File: config.mk
export PLATFORM = sky130hd
export DESIGN_NAME = snvd_queue
export DESIGN_NICKNAME = d
export VERILOG_FILES = /design/src/rtl/snvd_queue.sv
export SDC_FILE = /design/constraint.sdc
export NUM_CORES = 1
export LEC_CHECK = 0
export BUFFER_PORTS_ARGS = -buffer_cell sky130_fd_sc_hd__buf_4
export CELL_PAD_IN_SITES_DETAIL_PLACEMENT = 1
export CELL_PAD_IN_SITES_GLOBAL_PLACEMENT = 1
export CORE_MARGIN = 8
export CORE_UTILIZATION = 36
export CTS_CLUSTER_DIAMETER = 100
export CTS_CLUSTER_SIZE = 14
export DETAILED_ROUTE_END_ITERATION = 6
export HOLD_SLACK_MARGIN = 0.05
export PLACE_DENSITY = 0.81
export SYNTH_ARGS = -nofsm -noshare
export SYNTH_HDL_FRONTEND = slang
export SYNTH_SLANG_ARGS = --single-unit
File: constraint.sdc
create_clock -name clk -period 1.45 [get_ports clk]
set_clock_uncertainty 0.05 [all_clocks]
set_input_delay 0.0725 -clock clk [delete_from_list [all_inputs] [get_ports clk]]
set_output_delay 0.0725 -clock clk [all_outputs]
set_load 0.05 [all_outputs]
File: src/rtl/snvd_queue.sv
`default_nettype none
// ----------------------------------------------------------------------------
// snvd_queue
// Two-entry queue of classified items between the front and back parts.
// ----------------------------------------------------------------------------
module snvd_queue #(
  parameter int W = 8
) (
  input  wire logic         clk,
  input  wire logic         rst_n,
  input  wire logic         wr_en,
  input  wire logic [W-1:0] wr_data,
  output logic              full,
  input  wire logic         rd_en,
  output logic [W-1:0]      rd_data,
  output logic              empty
);
  logic [W-1:0] mem_r [2];
  logic         wp_r, rp_r;
  logic [1:0]   cnt_r;

  assign full = cnt_r == 2'd2;
  assign empty = cnt_r == 2'd0;
  assign rd_data = mem_r[rp_r];

  always_ff @(posedge clk) begin
    if (wr_en && !full) mem_r[wp_r] <= wr_data;
  end

  always_ff @(posedge clk) begin
    if (!rst_n) begin
      wp_r <= 1'b0;
      rp_r <= 1'b0;
      cnt_r <= 2'd0;
    end else begin
      if (wr_en && !full) wp_r <= ~wp_r;
      if (rd_en && !empty) rp_r <= ~rp_r;
      cnt_r <= cnt_r + 2'(wr_en && !full) - 2'(rd_en && !empty);
    end
  end
endmodule
`default_nettype wire

==> metrics.txt <==
outcome=complete, but fails checks; violated checks=setup timing; required time of the worst setup path=~1600 ps; Die Span X=63.5 µm; layout cells sized above 1=54.4%; Synthesized Nets=64; Post-synth ARST share=0%; RSZ-0062 raised after global routing=true; Gate power share=roughly half; top-level I/O count=22; Period minus WS final=1550 ps; Switch Pwr=0.839 mW; Rel. slew slack=87.3%; top post-synthesis cells by area=edfxtp_1 59%, dfxtp_1 12%, mux2_2 11%, xnor2_1 3.2%, ha_1 3.1%; Vias per Instance=4.57; worst vdd rail ir drop=918 µV; Buf/Inv on CP=1; clk root buf=clkbuf_4; max_cap viols=0; Initial Util=37.4%; Total Routing Usage GR=approximately a tenth; clock tree buffer depth=2; clock slew at reported path FFs=110 ps; final core occ=57.5%; Die Y=63.5 µm; ys flop type=edfxtp_1; Port Buffers=21; final hold slack=151 ps; CP Capture Type=flop; Clk pwr share=12.2%; Cell variety after synth=15; crit-path most repeated cell=ha_4; WL/cell=around 15 µm; site row count=17; Net Sw Frac=between 30% and 40%; Post-Synthesis Cells=50; vias in the first global route=643; total chip power=2.20 mW; Vias=539; critical path's largest stage delay=380 ps; Core ar.=around 2200 µm²; sequential area share after synthesis=71.5%; Worst Path Arrival=1700 ps; fin crit share=107%; actual slew at the worst max-slew pin=190 ps; slowest cell on the critical path=dfxtp_4; Seq cells post-synth=21; NumNets Final=105; final std cells w/o fill=118; Crit Path Class=flop to flop; Setup WS post-layout=-100 ps; Antenna Nets Post-Route=0; Critical Path Start Type=flop; CTS tree=built; Syn Area/Cell=16.2 µm²; DRT Wirelength=1830 µm; list of most frequent post-synthesis cells=16 x edfxtp_1, 8 x mux2_2, 5 x dfxtp_1; DRT iter0 DRCs=3; Total Neg Setup Slack=-100 ps; Slew Limit Fails=0; Final GP Congestion=0.639; # diodes=0; post-CTS setup repair buffer count=0; Die ar.=4030 µm²; placed wire-length estimate=1360 µm; largest net degree at the start of global routing=12; Clk Latency, worst-skew pair=290 ps; post-placement cell count=105; CP cell instances=o21a_4 > ha_4 > inv_2 > ha_4 > xnor2_2 > xnor2_1 > and2_1; Finished Cell Area=1250 µm²; max frequency=645 MHz; Hold WC Path Type=input port to flop; synthesis-to-finish area growth=53.6%; Internal=1.36 mW; total CTS buffers=3; Syn. warnings=0; sequential share of power=about two fifths; final-report setup violation count=1; Post-synth EDFFs=16; DR pass1 iterations=2; worst-path maximum fanout=3; pwr dens=1760 nW/µm²; first-pass GRT wire length=roughly 3000 µm; share of the synthesized area in the top cell type=59.2%; Congestion Overflow GR=0; cell family with most CP delay=adder cells; Mapped Area=812 µm²; placed inst area=1110 µm²; Final Hold Viols=0; Yosys top cell by area=edfxtp_1; Leak=0.494 nW; most common cell in the netlist=edfxtp_1; DRC violation count after routing=0; Sink Count=21; pre-CTS setup slack=-116 ps; H-Tree Depth=1; initial antenna violation count=0
## path summary, 6_finish.rpt
kind | from | endpoint | slack, ps | cells past startpoint
worst max-delay path | cnt_r[1] | cnt_r[1] | -100 | 7
worst min-delay path | wr_en | wp_r | 150 | 4
worst max register to register | cnt_r[1] | cnt_r[1] | -100 | 7
worst min register to register | wp_r | wp_r | 460 | 2
## cell families after synthesis
group / synth area share, %
and+or+nand+nor: 7.24
buffers and inverters: 1.54
AOI/OAI and AO/OA: 1.08
xor gates and xnor gates: 3.24
adders and majority gates: 3.08
muxes: 12.3
DFF: 71.5
## power groups by stage
stage	clock network, mW	logic [mW]	registers (mW)
after detailed placement	0	1.03	0.870
after floorplan	0	0.711	0.833
after CTS	0.277	1.08	0.861
after global placement	0	0.991	0.859
after global routing	0.302	1.13	0.879
final	0.267	1.07	0.861
## repair_timing
item | 4_1_cts | 5_1_grt
pin swaps | 0 | 3
setup endpoints to repair | 9 | 17
resized for setup | 2 | 2
hold buffers | 9 | 0
endpoints found under the hold margin | 21 | 0
gates cloned | 0 | 0
## flip-flops by register name, summed over array words and instances, names as in the netlist, named ones only
name   flops
cnt_r      2
mem_r     16
rp_r       1
wp_r       1
## cells in the final DEF, fill, tap and decap left out, drive strengths merged
cell type | Yosys | layout
clkbuf | 0 | 4
o21a | 1 | 1
mux2i | 1 | 1
and3 | 1 | 1
edfxtp | 16 | 16
nand2 | 2 | 2
nand2b | 2 | 2
nor2b | 2 | 2
inv | 2 | 2
dfxtp | 5 | 5
and2 | 2 | 2
dlygate4sd3 | 0 | 9
xnor2 | 3 | 3
mux2 | 8 | 8
ha | 2 | 2
nor2 | 2 | 2
buf | 1 | 28
## worst register-to-register path: cells and delay by family, from the launching register on
family                     cells  cell delay, ps
DFF                            1             380
xor gates and xnor gates       2             240
and+or+nand+nor                1             130
adders and majority gates      2             410
AOI/OAI and AO/OA              1             210
buffers and inverters          1              40
## area by class of cell
class	count	area [µm²]
tap	28	35.0
multi-input combinational	26	273
sequential	21	589
timing repair buffer	37	317
clock buffer	4	26.3
inverter	2	7.51
fill	222	922
## routing by layer
layer	up-vias	part of all wire [%]	global-route usage [%]
li1	255	-	-
met1	258	39	9.25
met2	20	52	16.6
met3	6	5.9	3.36
met4	0	3.7	6.96
met5	-	0	0
Note: power is estimated with default switching activity, not from simulation.
